==> config.mk <==
export PLATFORM = sky130hd
export DESIGN_NAME = mvrt_front
export DESIGN_NICKNAME = d
export VERILOG_FILES = /design/src/sv/mvrt_pkg.sv /design/src/sv/mvrt_front.sv
export SDC_FILE = /design/constraint.sdc
export NUM_CORES = 1
export LEC_CHECK = 0
export BUFFER_PORTS_ARGS = -buffer_cell sky130_fd_sc_hd__buf_2
export CAP_MARGIN = 25
export CORE_AREA = 3 3 153 155
export DETAILED_ROUTE_END_ITERATION = 6
export DIE_AREA = 0 0 156 158
export SLEW_MARGIN = 10
export SYNTH_ARGS = -nofsm -noshare
export SYNTH_HDL_FRONTEND = slang
export SYNTH_SLANG_ARGS = --single-unit
==> constraint.sdc <==
create_clock -name clk_i -period 3.4 [get_ports clk_i]
set_input_delay 0.34 -clock clk_i [delete_from_list [all_inputs] [get_ports clk_i]]
set_output_delay 0.34 -clock clk_i [all_outputs]
set_load 0.03 [all_outputs]
==> src/sv/mvrt_pkg.sv <==
// mvrt_pkg: shared types, constants and a helper function for the vertex transform
// used by mvrt_front, mvrt_queue, mvrt_back and model_vertex_rotate_transform_top
package mvrt_pkg;

  localparam int unsigned BufferDepth = 4096;
  localparam int unsigned SlotW       = $clog2(BufferDepth);
  localparam int unsigned OutSlotW    = 12;
  localparam int unsigned CfgIdxW     = 3;
  localparam int unsigned CfgDataW    = 64;
  localparam int unsigned QueueDepth  = 2;

  typedef enum logic [CfgIdxW-1:0] {
    RegRotOrder = 3'd0,
    RegRotXy    = 3'd1,
    RegRotZHead = 3'd2,
    RegPivot    = 3'd3,
    RegUvScale  = 3'd4,
    RegColorsA  = 3'd5,
    RegColorsB  = 3'd6
  } cfg_reg_e;

  typedef enum logic [1:0] {
    OrdZyx  = 2'd0,
    OrdXzy  = 2'd1,
    OrdYzx  = 2'd2,
    OrdNone = 2'd3
  } rot_order_e;

  // kind of rotation stage
  typedef enum logic [1:0] {
    RotX = 2'd0,
    RotY = 2'd1,
    RotZ = 2'd2,
    RotOff = 2'd3
  } rot_kind_e;

  // item after classification by the front part
  typedef struct packed {
    logic signed [16:0] x;   // position minus pivot
    logic signed [16:0] y;
    logic signed [16:0] z;
    logic [15:0]        tex_u;
    logic [15:0]        tex_v;
    logic               head;
    logic [31:0]        color;
    logic [OutSlotW-1:0] slot;
  } front_item_t;

  function automatic logic [15:0] sat16(input logic signed [31:0] v);
    logic [15:0] r;
    if (v > 32'sd32767) r = 16'h7FFF;
    else if (v < -32'sd32768) r = 16'h8000;
    else r = v[15:0];
    return r;
  endfunction

endpackage

==> src/sv/mvrt_front.sv <==
// mvrt_front: accepts vertices, removes pivot, numbers vertices, picks colour and slot
// depends on mvrt_pkg
module mvrt_front (
  input  logic                  clk_i,
  input  logic                  rst_ni,
  input  logic                  push_i,
  output logic                  full_o,
  input  logic signed [15:0]    pos_x_i,
  input  logic signed [15:0]    pos_y_i,
  input  logic signed [15:0]    pos_z_i,
  input  logic [15:0]           tex_u_i,
  input  logic [15:0]           tex_v_i,
  input  logic                  apply_head_i,
  input  logic                  first_of_part_i,
  input  logic [47:0]           pivot_i,
  input  logic [63:0]           colors_a_i,
  input  logic [63:0]           colors_b_i,
  output logic                  q_push_o,
  output mvrt_pkg::front_item_t q_data_o,
  input  logic                  q_full_i
);
  logic [4:0]                   cnt_q, cnt_d, num;
  logic [mvrt_pkg::SlotW-1:0]   slot_q, slot_d;
  logic [2:0]                   face;
  logic                         acc;

  assign full_o   = q_full_i;
  assign acc      = push_i && !q_full_i;
  assign q_push_o = acc;
  assign num      = first_of_part_i ? 5'd0 : cnt_q;
  assign face     = (num[4:2] > 3'd5) ? 3'd5 : num[4:2];

  always_comb begin
    q_data_o.x = 17'(pos_x_i) - 17'($signed(pivot_i[47:32]));
    q_data_o.y = 17'(pos_y_i) - 17'($signed(pivot_i[31:16]));
    q_data_o.z = 17'(pos_z_i) - 17'($signed(pivot_i[15:0]));
    q_data_o.tex_u = tex_u_i;
    q_data_o.tex_v = tex_v_i;
    q_data_o.head  = apply_head_i;
    q_data_o.slot  = mvrt_pkg::OutSlotW'(slot_q);
    unique case (face)
      3'd0:       q_data_o.color = colors_a_i[63:32];
      3'd1:       q_data_o.color = colors_a_i[31:0];
      3'd2, 3'd3: q_data_o.color = colors_b_i[63:32];
      default:    q_data_o.color = colors_b_i[31:0];
    endcase
    cnt_d  = (num == 5'd31) ? num : num + 5'd1;
    slot_d = slot_q + mvrt_pkg::SlotW'(1);
  end

  always_ff @(posedge clk_i or negedge rst_ni) begin
    if (!rst_ni) begin
      cnt_q <= '0; slot_q <= '0;
    end else if (acc) begin
      cnt_q <= cnt_d; slot_q <= slot_d;
    end
  end

  a_cnt_restart: assert property (@(posedge clk_i) disable iff (!rst_ni)
    acc && first_of_part_i |=> cnt_q == 5'd1) else $error("part restart lost");
  a_slot_step: assert property (@(posedge clk_i) disable iff (!rst_ni)
    acc |=> slot_q == $past(slot_q) + mvrt_pkg::SlotW'(1)) else $error("slot did not advance");
endmodule

==> Yosys cells after proc, flatten, opt, wreduce, memory -nomap -nowiden <==
Cells that the tools add are included.
{ "totals": {"word_cells": 20, "out_inout_bits": 130, "input_bits": 262, "regBits": 17} }
{ "classes": {"order_cmp": 1, "reduce_logical": 4, "muxes": 4, "n_eq_ne": 4, "n_addsub": 5} }
{ "op_table": {"columns": ["op", "count"], "rows": [
  ["32-bit one-hot mux with 3 select lines", 1],
  ["16-bit by 16-bit subtractor with 17-bit output", 3],
  ["12-bit by 1-bit adder with 12-bit output, second input constant", 1],
  ["5-bit two-way mux", 2],
  ["3-bit by 2-bit == test with 1-bit output, second input constant", 2],
  ["5-bit by 1-bit adder with 5-bit output, second input constant", 1],
  ["5-bit == test, second input constant", 1],
  ["3-bit by 1-bit == test with 1-bit output, second input constant", 1],
  ["3-bit greater-than comparator, second input constant", 1],
  ["3-bit logical NOT", 1],
  ["3-bit two-way mux", 1],
  ["2-bit OR reduction", 1],
  ["1-bit logical AND", 1],
  ["1-bit logical NOT", 1]
]} }

==> Depth between registers and ports, before layout <==
{ "logic_depth": {"word_depth": 6, "ltp_mapped": 9} }

==> Worst setup path after synthesis <==
No wires, ideal clock.
{ "synth_path": {"kind": "input port to output port", "from": "in pos_y_i[0]", "to": "out q_data_o[108] (netlist name)", "slack_ns": 0.486, "cell_stages": 9, "required_time_ns": 3.060, "arrival_time_ns": 2.574, "path_cell_list": "inv_1 > ha_1 > fa_1 > nor2b_1 > o2111ai_1 > a211oi_1 > o21bai_1 > and4_1 > nor3_1"} }
{ "synth_lines": {"columns": ["element", "line_no", "text"], "rows": [
  ["from (decl)", "mvrt_front.sv:9", "input logic signed [15:0] pos_y_i,"],
  ["to (decl)", "mvrt_front.sv:19", "output mvrt_pkg::front_item_t q_data_o,"]
]} }

==> results.yml <==
place:
  place_hpwl_mm: 13.54
  port_buffers: 325
  placed_cell_area_um2: 5902
  gp_congestion: 0.8708
  dp_worst_setup_slack_ps: 521.6
sta:
  clock_skew_ps: 1.139
  rsz0062_at_grt: "false"
  setup_ws_ps: 508.4
  finalSetupTns_ps: 0
  tightestPinTransition_ps: 796.8
  hold_viol: 0
  hold_slack_ps: 9.228
  setup_viol: 0
  slew_headroom: 0.4677
  fmax_ghz: 0.3458
  finalMaxSlewViolations: 0
  min_period_ps: 2892
  fin_crit_sh: 0.8505
detailed_routing:
  vias: 5264
  ant_nets: 0
  wl_per_cell_um: 13.66
  routed_wl_mm: 15.59
  drc: 5
  drt_iter0_markers: 354
  drtPass1Iterations: 7
  avgViaCountPerCell: 4.613
clocking:
  hold_buffers: 0
  post-cts-setup-buffers: 0
  cts.clk_slew.worst_paths_ps: 50
  ctsResizeCount: 0
  clock_path_buffers: 2
  cts_sinks: 17
  numCtsBuffers: 3
  clkLatencyLatePin_ps: 250
  cts_tree: "done"
  cts_htree_levels: 1
  ctsRootBufferMaster: "clkbuf_16"
global_routing:
  grt_pass1_wl_mm: 22.69
  track_usage: 0.1100
  grt_max_degree: 32
  antenna_found_initial: 1
  first_global_vias: 4587
  overflow: 0
yosys:
  syn_area_per_cell_um2: 7.226
  synth_ff_type: "dfrtp_1"
  synth_cell_types: 57
  async_flop_share: 1.000
  synthTopCellsByArea: "ha_1, dfrtp_1, a21oi_1, a222oi_1, nor2_1"
  ys_warn_count: 0
  synthCells: 578
  synth_top_area_frac: 0.1498
  syn_area_um2: 4177
  synth_nets: 893
  synth_edf_count: 0
  seq_area_frac_synth: 0.1019
  synth_top_area_cell: "ha_1"
  ys_ff_latch: 17
finish:
  drive_gt1_frac: 0.4042
  syn2layout_area_growth_pct: 43.23
  layout.nets: 1177
  fin_area_um2: 5982
  diodes: 0
power:
  p_switching_w: 0.001025
  pwr_density_cell_nw_per_um2: 327.6
  peakVddDrop_uv: 179.5
  seqPwrFrac: 0.152
  power_switching_share: 0.5232
  power_w: 0.001959
  clkPwrFrac: 0.121
  p_int_w: 0.0009342
  p_leak_nw: 3.251
  combPwrFrac: 0.727
floorplan:
  initial_core_util: 0.1902
  pin_count: 392
  die_x_um: 156
  die_height_um: 158
  dieArea_um2: 24650
  fp.coreArea_um2: 21960
  placementRows: 54
critical_path:
  path_max_fanout: 3
  arrival_ps: 2550
  end_kind: "output port"
  slowest_delay_ps: 410
  crit_family: "compound AO/OA/AOI/OAI gates"
  slowest_stage: "fa_1"
  cp.required_ps: 3060
  crit_type: "in2out"
  cp_common_cell: "buf_2"
  critical_path_buf_inv_count: 3
  cp-start-kind: "primary input"
  crit_chain: "buf_2 -> inv_1 -> ha_1 -> fa_1 -> nor2b_1 -> o2111ai_1 -> a211oi_1 -> o21bai_1 -> and4_1 -> nor3_1 -> buf_2"
outcome:
  status: "finished, violations left"
  violations: "design-rule violations"
min_path:
  hp-class: "in2async"
run:
  maxCapViolations: 0
-- Yosys cell counts (all sizes together), types with 9 or more instances --
cell type   n
nand2      31
nor2       75
a21oi      66
clkbuf     18
ha         50
nor2b      15
dfrtp      17
a222oi     32
xor2       13
a21o        9
o21ai      22
o21a       10
inv        61
xnor2      32
buf        36
-- cell type report --
cell class              count  area, um2
repair buffers            333       1687
fillers                  2462      15980
flip-flops and latches     17      425.4
well taps                 280      350.3
clock buffers               3      75.07
multi-input cells         446       3211
inverters                  61      229.0
clock inverters             1      5.005
-- state kept, by name, summed over array words and instances, names as in the netlist --
register and count:
slot_q 12, cnt_q 5
-- placed cells by master (no fill, tap or decap), types with 3 or more instances in the layout --
cell / instances
a21boi_0: 3
a21o_1: 9
a21oi_1: 66
a222oi_1: 32
a31oi_1: 4
a41o_1: 3
a41oi_1: 3
and2_1: 4
and3_1: 3
and4_1: 3
buf_2: 325
buf_4: 8
clkbuf_16: 3
dfrtp_1: 17
fa_1: 3
ha_1: 50
inv_1: 61
mux2_2: 3
mux2i_1: 4
nand2_1: 31
nand2b_1: 5
nand3_1: 7
nand3b_1: 4
nand4_1: 3
nor2_1: 75
nor2b_1: 14
o2111ai_1: 3
o211ai_1: 3
o21a_1: 10
o21ai_0: 21
o221ai_1: 3
o31a_1: 3
xnor2_1: 32
xor2_1: 13
-- metrics by stage --
step	util	std cells
2_1_floorplan	-	578
3_3_place_gp	0.2688	1137
3_5_place_dp	0.2688	1137
4_1_cts	0.2724	1141
5_1_grt	0.2724	1141
6_report	0.2724	1141
-- layer usage --
layer	vias up	global-route usage	share of wire
met5	-	0	0.00083
met4	2	0.01388	0.0074
met3	14	0.01285	0.074
met2	213	0.1981	0.49
met1	2408	0.1450	0.43
li1	2627	-	-
-- power groups by stage --
stage / Clock (W) / Sequential [W] / Combinational [W]
CTS: 0.000243 / 0.000296 / 0.00143
global placement: 0 / 0.000299 / 0.00142
detailed placement: 0 / 0.000299 / 0.00143
floorplan: 0 / 0.000357 / 0.000965
global route: 0.000257 / 0.000305 / 0.00154
finish: 0.000238 / 0.000297 / 0.00142
-- worst paths after layout --
check	from	end	slack [ps]	cells after the start
min	rst_ni	slot_q[5]$_DFFE_PN0P_	9	1
max reg2reg	cnt_q[4]$_DFFE_PN0P_	cnt_q[1]$_DFFE_PN0P_	1490	3
min reg2reg	slot_q[11]$_DFFE_PN0P_	slot_q[11]$_DFFE_PN0P_	460	1
max	pos_y_i[0]	q_data_o[108]	510	11
max in group asynchronous	rst_ni	slot_q[11]$_DFFE_PN0P_	3110	1
min in group clk_i	first_of_part_i	cnt_q[4]$_DFFE_PN0P_	410	2
-- cell families (layout without fill, tap and decap cells) --
group	after synthesis	count (layout)	synth area share
adders and majority gates	53	53	0.1642
and+or+nand+nor	162	162	0.1875
AOI/OAI and AO/OA	179	179	0.3002
buffers and inverters	115	398	0.1342
muxes	7	7	0.01768
xor gates and xnor gates	45	45	0.09437
DFF	17	17	0.1019
Power figures use the tool's default switching activity.
