`src/sv/mvrt_pkg.sv`:
```
// mvrt_pkg: shared types, constants and a helper function for the vertex transform
// used by mvrt_front, mvrt_queue, mvrt_back and model_vertex_rotate_transform_top
package mvrt_pkg;

  localparam int unsigned BufferDepth = 4096;
  localparam int unsigned SlotW       = $clog2(BufferDepth);
  localparam int unsigned OutSlotW    = 12;
  localparam int unsigned CfgIdxW     = 3;
  localparam int unsigned CfgDataW    = 64;
  localparam int unsigned QueueDepth  = 2;

  typedef enum logic [CfgIdxW-1:0] {
    RegRotOrder = 3'd0,
    RegRotXy    = 3'd1,
    RegRotZHead = 3'd2,
    RegPivot    = 3'd3,
    RegUvScale  = 3'd4,
    RegColorsA  = 3'd5,
    RegColorsB  = 3'd6
  } cfg_reg_e;

  typedef enum logic [1:0] {
    OrdZyx  = 2'd0,
    OrdXzy  = 2'd1,
    OrdYzx  = 2'd2,
    OrdNone = 2'd3
  } rot_order_e;

  // kind of rotation stage
  typedef enum logic [1:0] {
    RotX = 2'd0,
    RotY = 2'd1,
    RotZ = 2'd2,
    RotOff = 2'd3
  } rot_kind_e;

  // item after classification by the front part
  typedef struct packed {
    logic signed [16:0] x;   // position minus pivot
    logic signed [16:0] y;
    logic signed [16:0] z;
    logic [15:0]        tex_u;
    logic [15:0]        tex_v;
    logic               head;
    logic [31:0]        color;
    logic [OutSlotW-1:0] slot;
  } front_item_t;

  function automatic logic [15:0] sat16(input logic signed [31:0] v);
    logic [15:0] r;
    if (v > 32'sd32767) r = 16'h7FFF;
    else if (v < -32'sd32768) r = 16'h8000;
    else r = v[15:0];
    return r;
  endfunction

endpackage

```
`src/sv/mvrt_queue.sv`:
```
// mvrt_queue: two-entry queue between front and back parts
// depends on mvrt_pkg
module mvrt_queue (
  input  logic                 clk_i,
  input  logic                 rst_ni,
  input  logic                 push_i,
  input  mvrt_pkg::front_item_t data_i,
  output logic                 full_o,
  input  logic                 pop_i,
  output logic                 empty_o,
  output mvrt_pkg::front_item_t data_o
);
  mvrt_pkg::front_item_t mem_q [mvrt_pkg::QueueDepth];
  logic       wr_q, rd_q;
  logic [1:0] cnt_q;
  logic       do_push, do_pop;

  assign full_o  = (cnt_q == 2'd2);
  assign empty_o = (cnt_q == 2'd0);
  assign do_push = push_i && !full_o;
  assign do_pop  = pop_i && !empty_o;
  assign data_o  = mem_q[rd_q];

  always_ff @(posedge clk_i) begin
    if (do_push) mem_q[wr_q] <= data_i;
  end

  always_ff @(posedge clk_i or negedge rst_ni) begin
    if (!rst_ni) begin
      wr_q <= 1'b0; rd_q <= 1'b0; cnt_q <= 2'd0;
    end else begin
      if (do_push) wr_q <= ~wr_q;
      if (do_pop) rd_q <= ~rd_q;
      cnt_q <= cnt_q + {1'b0, do_push} - {1'b0, do_pop};
    end
  end

  a_no_overflow: assert property (@(posedge clk_i) disable iff (!rst_ni)
    cnt_q != 2'd3) else $error("queue count out of range");
endmodule

```
`config.mk`:
```
export PLATFORM = sky130hd
export DESIGN_NAME = mvrt_queue
export DESIGN_NICKNAME = d
export VERILOG_FILES = /design/src/sv/mvrt_pkg.sv /design/src/sv/mvrt_queue.sv
export SDC_FILE = /design/constraint.sdc
export NUM_CORES = 1
export LEC_CHECK = 0
export BUFFER_PORTS_ARGS = -buffer_cell sky130_fd_sc_hd__buf_4
export CAP_MARGIN = 10
export CORE_MARGIN = 5
export CORE_UTILIZATION = 52
export DETAILED_ROUTE_END_ITERATION = 10
export PLACE_DENSITY_LB_ADDON = 0.2
export SETUP_SLACK_MARGIN = 0.4
export SLEW_MARGIN = 20
export SYNTH_ARGS = -nofsm -noshare
export SYNTH_HDL_FRONTEND = slang
export SYNTH_SLANG_ARGS = --single-unit
```
`constraint.sdc`:
```
create_clock -name clk_i -period 8.33 [get_ports clk_i]
set_clock_uncertainty 0.15 [all_clocks]
set_input_delay 0 -clock clk_i [delete_from_list [all_inputs] [get_ports clk_i]]
set_output_delay 0 -clock clk_i [all_outputs]
set_load 0.01 [all_outputs]
```
After elaboration in Yosys (flattened, before gate mapping)

Memories as Yosys holds them, arrays and structs flattened.
Index checks and enable logic that the tools add are counted.

Register bits after elaboration: 4
Bits in writable memories: 256
Input bits: 132
Output and inout bits: 130
Word-level logic and storage cells: 16
Memories: 1

$add $sub $neg: 2
Eq/ne operators: 1
Mux-type cells: 2
Bitwise operators: 2
Reduce and logical (&&, ||, !) cells: 5

Memories:

| memory | words | bits a word | rd ports | clocked after Yosys merged registers in | write ports | RTL line         | RTL |
|---|---|---|---|---|---|---|---|
| mem_q  | 2     | 128         | 1        | 0                                       | 1           | mvrt_queue.sv:13 | `mvrt_pkg::front_item_t mem_q [mvrt_pkg::QueueDepth];` |

Operators with widths:

| kind                                 | number |
|---|---|
| adder 2 x 1 -> 2 bit                 | 1 |
| == test 2 bit, second input constant | 1 |
| logical AND 1 bit                    | 2 |
| zero test 1 bit                      | 2 |
| zero test 2 bit                      | 1 |
| two-way mux 1 bit                    | 2 |
| NOT 1 bit                            | 2 |
| subtractor 2 x 1 -> 2 bit            | 1 |

Logic depth before layout (Yosys ltp)

Gate-level depths: netlist (run 1).

Word-level depth: 5
Gate-level depth with buffers: 7
Gate-level depth less buffers: 7

Worst setup path after synthesis (run 1)

OpenSTA, ideal clock, no wires.

Path kind: register to register
Start: register cnt_q[1]
End: memory mem_q[0][0] (netlist bit), enable pin
Setup time: 0.617 ns
Arrival: 5.914 ns
Data required time: 7.563 ns
Setup slack: 1.649 ns
Stages on the path, launching flop included: 4
Buffers on the path: 0
Clock period less this slack: 6.681 ns
Path through: dfrtp_1 -> nand2b_1 -> nand2_1 -> nor2_1

Cells in the longest elaborated chain, start to end: 5

Ends and longest elaborated chain:

| what                                    | RTL line         | RTL |
|---|---|---|
| from (decl)                             | mvrt_queue.sv:15 | `logic [1:0] cnt_q;` |
| from (signal assigned)                  | mvrt_queue.sv:34 | `cnt_q <= cnt_q + {1'b0, do_push} - {1'b0, do_pop};` |
| == test 2 bit                           | mvrt_queue.sv:18 | `assign full_o = (cnt_q == 2'd2);` |
| zero test 1 bit                         | mvrt_queue.sv:20 | `assign do_push = push_i && !full_o;` |
| logical AND 1 bit                       | mvrt_queue.sv:20 |  |
| two-way mux 1 bit                       | mvrt_queue.sv:25 | `if (do_push) mem_q[wr_q] <= data_i;` |
| two-way mux 1 bit (implied by the code) | mvrt_queue.sv:25 |  |
| to (decl)                               | mvrt_queue.sv:13 |  |

No other way between the ends.

==> metrics.yaml, run 1 <==
cp-start-kind: "register"
ant_nets: 0
status: "finished, final reports clean"
power.density_mw_per_mm2: 321
yosysWarnings: 0
rsz0062_at_grt: "false"
critPathRequiredTime_ns: 8.18
r2r-end: "mem_q[1][122]$_DFFE_PP_"
synthCells: 416
hold_violations: 0
drt_iter0_markers: 262
cts_buffer_depth: 3
worst_path_largest_cell_delay_ns: 0.95
grt_use_total: 0.196
yosys.area.top_type: "edfxtp_1"
cpMaxStageDelayCell: "dfrtp_4"
hold-worst-slack_ns: 0.0592
place_congestion: 0.743
crit_path_cell_trace: "buf_4 -> mux2_2 -> buf_4"
setup_viol: 0
final_common_cell: "buf_4"
gr-usage-met2: 0.354
reg2reg_from: "cnt_q[1]$_DFF_PN0_"
holdPathStages: 2
holdBufCountCts: 132
reg2reg_depth: 3
vias_per_cell: 4.98
cap_violations: 0
cts.reportedPaths.clkPinSlew_ns: 0.06
avgSynthCellArea_um2: 22.8
synthTopCellsByArea: "edfxtp_1 81%, mux2_2 15%, buf_6 1.5%, dfrtp_1 1.1%, xnor2_1 0.28%"
port-buffer-count: 261
cts_root_buffer: "clkbuf_16"
drc: 0
yosysSeqAreaShare: 0.822
dpl.hpwl_um: 12400
r2r_slack_ns: 5.59
n_fill_cell: 996
end_kind: "output pin"
htreeDepth: 1
relSlewSlack: 0.341
tns_ns: 0
grt_pass1_vias: 6069
core.rowCount: 49
synth_seq_cells: 260
synth_top_cell_area_share: 0.811
worstSkewPairLatency_ns: 0.52
peakVddDrop_mv: 0.262
grt_max_degree: 73
overflow: 0
use_met1: 0.230
p_leak_nw: 5.21
worst_hold_path_type: "in2reg"
layout.nets: 961
routedWlPerCell_um: 19.6
path_max_fanout: 67
final_layout_size_suffix_gt1_frac: 0.511
dieArea_mm2: 0.0210
path_class: "reg2out"
crit_top_cell: "buf_4"
drtPass1Iterations: 4
post-place-ws_ns: 5.57
slew_viol_final: 0
hold_start: "data_i[80]"
die_w_um: 145
synth_area_mm2: 0.00948
drt-total-wl_um: 21100
cts_sinks: 260
post_cts_buffers: 0
coreArea_mm2: 0.0180
vias: 5358
gr-usage-met3: 0.0496
ys_types: 14
cts_repair_resize_count: 0
tightest_slew_ns: 0.989
p_total_w: 0.00442
area_delta_synth_final_pct: 45.2
fin_ws_ns: 5.21
fin_crit_ns: 3.12
synth_nets: 550
fmax_mhz: 320
cts_made_buffers: 26
worstHoldEndpoint: "mem_q[1][80]$_DFFE_PP_"
mostFrequentLayoutCells: "265 x buf_4, 256 x edfxtp_1, 132 x dlygate4sd3_1"
initial_core_util: 0.528
antenna_found_initial: 1
tritoncts: "built"
grt_pass1_wl_um: 33100
gr-max-usage-layer: "met2"
cp.arrival_ns: 2.97
post-route-period-util: 0.375
die_h_um: 145
ioPinCount: 262
## per-stage QoR
stage	utilization	instances	instance area [um^2]
final	0.766	1076	13800
after global routing	0.766	1076	13800
after CTS	0.766	1075	13800
after detailed placement	0.647	896	11600
after global placement	0.647	896	11600
after floorplan	-	416	9480
## cell families after synthesis
| family | count (synthesis) | share of synthesized area |
|---|---|---|
| flops | 260 | 0.822 |
| mux | 128 | 0.152 |
| buf+inv | 16 | 0.0168 |
| simple gates | 6 | 0.00317 |
| xor+xnor | 4 | 0.00370 |
| fa+ha+maj | 2 | 0.00264 |
## state kept, by name, summed over array words and instances, names as in the netlist
name / flops
cnt_q: 2
mem_q: 256
wr_q: 1
rd_q: 1
## power by group
part	switching, W	internal (W)
logic	0.000653	0.000732
clock network	0.000461	0.000653
registers	0.000124	0.00179
## worst max path at each step
stage                             startpoint                      to  slack [ns]  cells after the start
final                       rd_q$_DFFE_PN0P_             data_o[102]        5.21                      3
after global routing        rd_q$_DFFE_PN0P_             data_o[125]        5.07                      3
after CTS                   rd_q$_DFFE_PN0P_             data_o[102]        5.16                      3
after detailed placement  cnt_q[1]$_DFF_PN0_   mem_q[1][2]$_DFFE_PP_        5.57                      3
after global placement    cnt_q[1]$_DFF_PN0_  mem_q[1][79]$_DFFE_PP_        5.62                      3
after floorplan           cnt_q[1]$_DFF_PN0_   mem_q[0][0]$_DFFE_PP_        1.65                      3
## critical path, delay by kind of cell, from the launching register on
family	cells	cell delay, ns
buf+inv	2	0.95
flops	1	0.95
mux	1	0.44
## final cells by class
type / instances / area (um^2) / share of cell area
timing repair buffer: 397 / 3310 / 0.241
tap: 229 / 287 / 0.0208
multi-input combinational: 140 / 1540 / 0.112
sequential: 260 / 7790 / 0.566
clock buffer: 33 / 698 / 0.0507
antenna: 1 / 2.50 / 0.000182
inverter: 2 / 7.51 / 0.000546
clock inverter: 14 / 120 / 0.00873
## synthesized netlist by cell type
cell type	instances
and3_1	1
buf_2	1
buf_6	13
dfrtp_1	4
edfxtp_1	256
ha_1	2
inv_1	2
mux2_2	128
nand2_1	1
nand2b_1	1
nor2_1	2
nor2b_1	1
xnor2_1	3
xor2_1	1
## per-layer routing
metal | vias up | part of all wire
li1 | 2483 | -
met3 | 50 | 0.068
met1 | 2627 | 0.37
met4 | 0 | 0.028
met2 | 198 | 0.53
met5 | - | 0
No activity file was read; power rests on OpenSTA's default activity.
==> run 2, diff against run 1 <==
Clock period 8.33 ns to 2.9 ns, I/O delays scaled along.
==> run 2 against run 1 <==
- worst setup slack got worse by 4.7 ns
- flip-flop and latch count unchanged
- clock power grew to 2.7 times the previous value
- sequential share of layout area fell by 0.067 points
- register-to-register slack lost 4.7 ns
- cell count shrank 0.37%
==> metrics.yaml, run 2 (same netlist as run 1, synthesis figures left out) <==
status: "finished, final reports clean"
gr-usage-met2: 0.354
antenna_found_initial: 1
path_max_fanout: 57
worstSkewPairLatency_ns: 0.50
largest_register_ffs: 256
place_congestion: 0.707
layout.nets: 962
reg2reg_from: "cnt_q[0]$_DFF_PN0_"
initial_core_util: 0.528
power.density_mw_per_mm2: 914
worst_hold_path_type: "in2reg"
tritoncts: "built"
cts.reportedPaths.clkPinSlew_ns: 0.06
overflow: 0
cts_root_buffer: "clkbuf_16"
cpMaxStageDelayCell: "dfrtp_4"
cts_buffer_depth: 3
drt-total-wl_um: 20600
post-route-period-util: 0.817
fmax_mhz: 422
worst-path-buf-inv: 2
drt_iter0_markers: 207
routedWlPerCell_um: 19.2
area_delta_synth_final_pct: 45.4
p_leak_nw: 5.20
dpl.hpwl_um: 12200
worst_path_largest_cell_delay_ns: 0.76
largest-register: "mem_q"
cts_sinks: 260
end_kind: "output pin"
power_switching_w: 0.00350
power_frac_seq: 0.432
largest_registers: "mem_q (256), cnt_q (2)"
crit_start: "rd_q$_DFFE_PN0P_"
vias: 5346
vias_per_cell: 4.99
path_delay_family: "flip-flops"
ioPinCount: 262
coreArea_mm2: 0.0180
p_sw_frac: 0.278
hold_violations: 0
die_h_um: 145
hold_start: "data_i[41]"
slew_viol_final: 0
mostFrequentLayoutCells: "261 x buf_4, 256 x edfxtp_1, 132 x dlygate4sd3_1"
cp.arrival_ns: 2.22
crit_path_cell_trace: "buf_12 -> mux2_2 -> buf_4"
gr-max-usage-layer: "met2"
drtPass1Iterations: 4
htreeDepth: 1
fin_crit_ns: 2.37
final_common_cell: "buf_4"
peakVddDrop_mv: 0.590
grt_use_total: 0.190
intPower_w: 0.00910
drc: 0
relSlewSlack: 0.463
clkPwrFrac: 0.239
port-buffer-count: 261
final_layout_size_suffix_gt1_frac: 0.510
cap_violations: 0
grt_pass1_vias: 6008
grt_max_degree: 129
grt_pass1_wl_um: 32300
gr-usage-met3: 0.0412
die_w_um: 145
ant_nets: 0
n_fill_cell: 984
fin_ws_ns: 0.530
dieArea_mm2: 0.0210
p_comb_frac: 0.329
post-place-ws_ns: 1.03
setup_viol: 0
rsz0062_at_grt: "false"
use_met1: 0.219
core.rowCount: 49
path_class: "reg2out"
critPathRequiredTime_ns: 2.75
cts_made_buffers: 26
cp-start-kind: "register"
tns_ns: 0
tightest_slew_ns: 0.806
run 2: cell types whose count changed in the layout (fill, tap and decap cells not counted):
cell	change
buf_12	+5
buf_4	-4
bufinv_16	-1
clkbuf_1	+2
clkinv_1	-2
clkinv_2	-2
clkinv_4	-1
clkinvlp_4	-1
nand2_1	-1
nand2_2	+1
run 2: power by group through the flow:
stage / registers, W / clock network [W] / logic [W]
finish: 0.00544 / 0.00301 / 0.00415
global route: 0.00551 / 0.00327 / 0.00440
detailed placement: 0.00551 / 0 / 0.00401
floorplan: 0.00538 / 0 / 0.00234
global placement: 0.00545 / 0 / 0.00396
CTS: 0.00543 / 0.00307 / 0.00419
run 2: layer usage:
metal	share of wire	up-vias
met5	0	-
met4	0.020	0
met3	0.059	33
met2	0.55	186
met1	0.37	2655
li1	-	2472
run 2: path summary, 6_finish.rpt:
check / endpoint / slack, ns / depth (start not counted)
max: data_o[54] / 0.53 / 3
max in group asynchronous: rd_q$_DFFE_PN0P_ / 2.14 / 3
min: mem_q[0][41]$_DFFE_PP_ / 0.07 / 2
max reg2reg: mem_q[1][43]$_DFFE_PP_ / 0.94 / 3
min in group asynchronous: wr_q$_DFFE_PN0P_ / 0.27 / 3
min reg2reg: cnt_q[1]$_DFF_PN0_ / 0.37 / 1
run 2: layout make-up:
cell class / instances / area, um^2 / area share
diodes: 1 / 2.50 / 0.000182
clock buffers: 35 / 706 / 0.0512
clock inverters: 7 / 56.3 / 0.00409
inverters: 2 / 7.51 / 0.000545
multi-input cells: 140 / 1550 / 0.112
flip-flops and latches: 260 / 7790 / 0.566
well taps: 229 / 287 / 0.0208
repair buffers: 398 / 3380 / 0.245
run 2: worst reg2reg max path: cells and delay by family, from the launching register on:
| family | cells | cell delay, ns |
|---|---|---|
| buf+inv | 1 | 0.44 |
| flops | 1 | 0.37 |
| simple gates | 2 | 0.42 |
run 2: stage by stage:
| step | std cells | power (W) | util | cell area (um^2) | hold slack (ns) |
|---|---|---|---|---|---|
| after floorplan | 416 | 0.00772 | - | 9490 | -0.446 |
| after global placement | 897 | 0.00941 | 0.651 | 11700 | -0.352 |
| after detailed placement | 897 | 0.00951 | 0.651 | 11700 | -0.350 |
| after CTS | 1071 | 0.0127 | 0.767 | 13800 | 0.0476 |
| after global routing | 1072 | 0.0132 | 0.767 | 13800 | 0.0591 |
| final | 1072 | 0.0126 | 0.767 | 13800 | 0.0694 |
run 2: what timing repair did:
action	CTS	global route
gates resized for setup	0	0
setup buffers	0	0
hold buffers	132	0
endpoints found under the hold margin	262	0
==> run 3, diff against run 2 <==
Clock period 2.9 ns to 2.2 ns, I/O delays scaled along.
==> run 3 against run 2 <==
- critical path depth increased by 1
- critical endpoint is now data_o[50]
- worst hold slack got worse by 0.0029 ns
- sequential share of layout area shrank 1.9 points
- largest cell class unchanged
- largest power group unchanged
- die area is the same
==> metrics.yaml, run 3 (same netlist as run 1, synthesis figures left out) <==
htreeDepth: 1
area_delta_synth_final_pct: 50.4
drt-total-wl_um: 22200
drc: 0
largest_register_ffs: 256
slew_viol_final: 0
routedWlPerCell_um: 20.3
coreArea_mm2: 0.0180
relSlewSlack: 0.719
mostFrequentLayoutCells: "256 x edfxtp_1, 250 x buf_4, 132 x dlygate4sd3_1"
cts_buffer_depth: 3
worst_hold_path_type: "in2reg"
cts_made_buffers: 26
power.density_mw_per_mm2: 1250
antenna_found_initial: 3
dpl_cell_area_mm2: 0.0117
vias: 5550
cp.arrival_ns: 1.80
grt_pass1_vias: 6180
worst_path_largest_cell_delay_ns: 0.45
crit_path_cell_trace: "buf_12 -> buf_16 -> mux2_2 -> buf_4"
grt_use_total: 0.197
peakVddDrop_mv: 0.955
largest-register: "mem_q"
port-buffer-count: 261
setup_viol: 0
grt_max_degree: 74
final_layout_size_suffix_gt1_frac: 0.518
path_class: "reg2out"
drtPass1Iterations: 4
critPathRequiredTime_ns: 2.05
cts_root_buffer: "clkbuf_16"
die_h_um: 145
fin_area_mm2: 0.0143
die_w_um: 145
status: "finished, final reports clean"
core.rowCount: 49
end_kind: "output pin"
cts.reportedPaths.clkPinSlew_ns: 0.06
p_leak_nw: 5.44
reg2reg_depth: 4
dieArea_mm2: 0.0210
cp-start-kind: "register"
rsz0062_at_grt: "true"
fin_crit_ns: 1.95
place_congestion: 0.716
final_util: 0.794
holdPathStages: 2
path_max_fanout: 16
final_common_cell: "edfxtp_1"
cts_sinks: 260
tightest_slew_ns: 0.421
fmax_mhz: 513
ant_nets: 0
vias_per_cell: 5.07
post-route-period-util: 0.885
drt_iter0_markers: 174
tritoncts: "built"
hold_violations: 0
layout.nets: 979
ioPinCount: 262
overflow: 0
grt_pass1_wl_um: 33300
largest_registers: "mem_q (256), cnt_q (2)"
dpl.hpwl_um: 12600
n_fill_cell: 965
cpMaxStageDelayCell: "dfrtp_4"
cap_violations: 0
initial_core_util: 0.528
worstSkewPairLatency_ns: 0.51
==> run 3: changes by cell type in the layout (fill, tap and decap cells not counted) <==
cell / change
buf_12: +3
buf_8: +2
mux2_4: +8
mux2_2: -8
buf_4: -11
clkinv_1: +5
buf_16: +5
clkbuf_1: -2
clkbuf_16: +4
buf_6: +14
bufinv_16: +1
diode_2: +2
==> run 3: what timing repair did <==
action / in CTS / in global routing
endpoints found under the setup margin: 128 / 201
endpoints found under the hold margin: 264 / 0
resized for setup: 9 / 29
pin swaps: 0 / 0
hold buffers: 132 / 0
buffers inserted: 6 / 1
cloned: 3 / 4
==> run 3: worst paths after layout <==
check	startpoint	end	slack (ns)
max in group asynchronous	rst_ni	rd_q$_DFFE_PN0P_	1.43
setup / recovery	rd_q$_DFFE_PN0P_	data_o[50]	0.25
min in group asynchronous	rst_ni	rd_q$_DFFE_PN0P_	0.27
setup reg to reg	cnt_q[1]$_DFF_PN0_	mem_q[0][40]$_DFFE_PP_	0.46
hold reg to reg	cnt_q[1]$_DFF_PN0_	cnt_q[1]$_DFF_PN0_	0.36
hold / removal	data_i[63]	mem_q[1][63]$_DFFE_PP_	0.07
==> run 3: routing by layer <==
metal / up-vias / track usage / wire (um) / share of wire
met1: 2762 / 0.225 / 8000 / 0.36
met3: 43 / 0.0524 / 1630 / 0.073
li1: 2520 / - / - / -
met2: 225 / 0.358 / 12000 / 0.54
met4: 0 / 0.0678 / 638 / 0.029
met5: - / 0 / 0 / 0
==> run 3: layout make-up <==
cell class	count	area [um^2]	area share
diodes	3	7.51	0.000527
clock buffers	33	698	0.0490
clock inverters	13	105	0.00737
inverters	2	7.51	0.000527
multi-input cells	140	1580	0.111
flip-flops and latches	260	7790	0.547
well taps	229	287	0.0201
repair buffers	415	3780	0.265
==> run 3: power breakdown <==
part | internal, W | switching (W)
registers | 0.00677 | 0.000270
clock network | 0.00246 | 0.00170
logic | 0.00357 | 0.00300
==> run 3: critical path, delay by kind of cell (launching register included) <==
family | cells | cell delay, ns
buffers and inverters | 3 | 0.46
muxes | 1 | 0.38
DFF | 1 | 0.45
==> run 3: stage by stage <==
step	TNS, ns	setup slack (ns)	hold slack [ns]	power (W)	cells
floorplan	-176.88	-0.872	-0.446	0.0102	416
global placement	0	0.516	-0.352	0.0125	900
detailed placement	0	0.460	-0.349	0.0127	900
CTS	0	0.239	0.0411	0.0175	1087
global route	0	0.212	0.0573	0.0185	1095
finish	0	0.252	0.0665	0.0178	1095
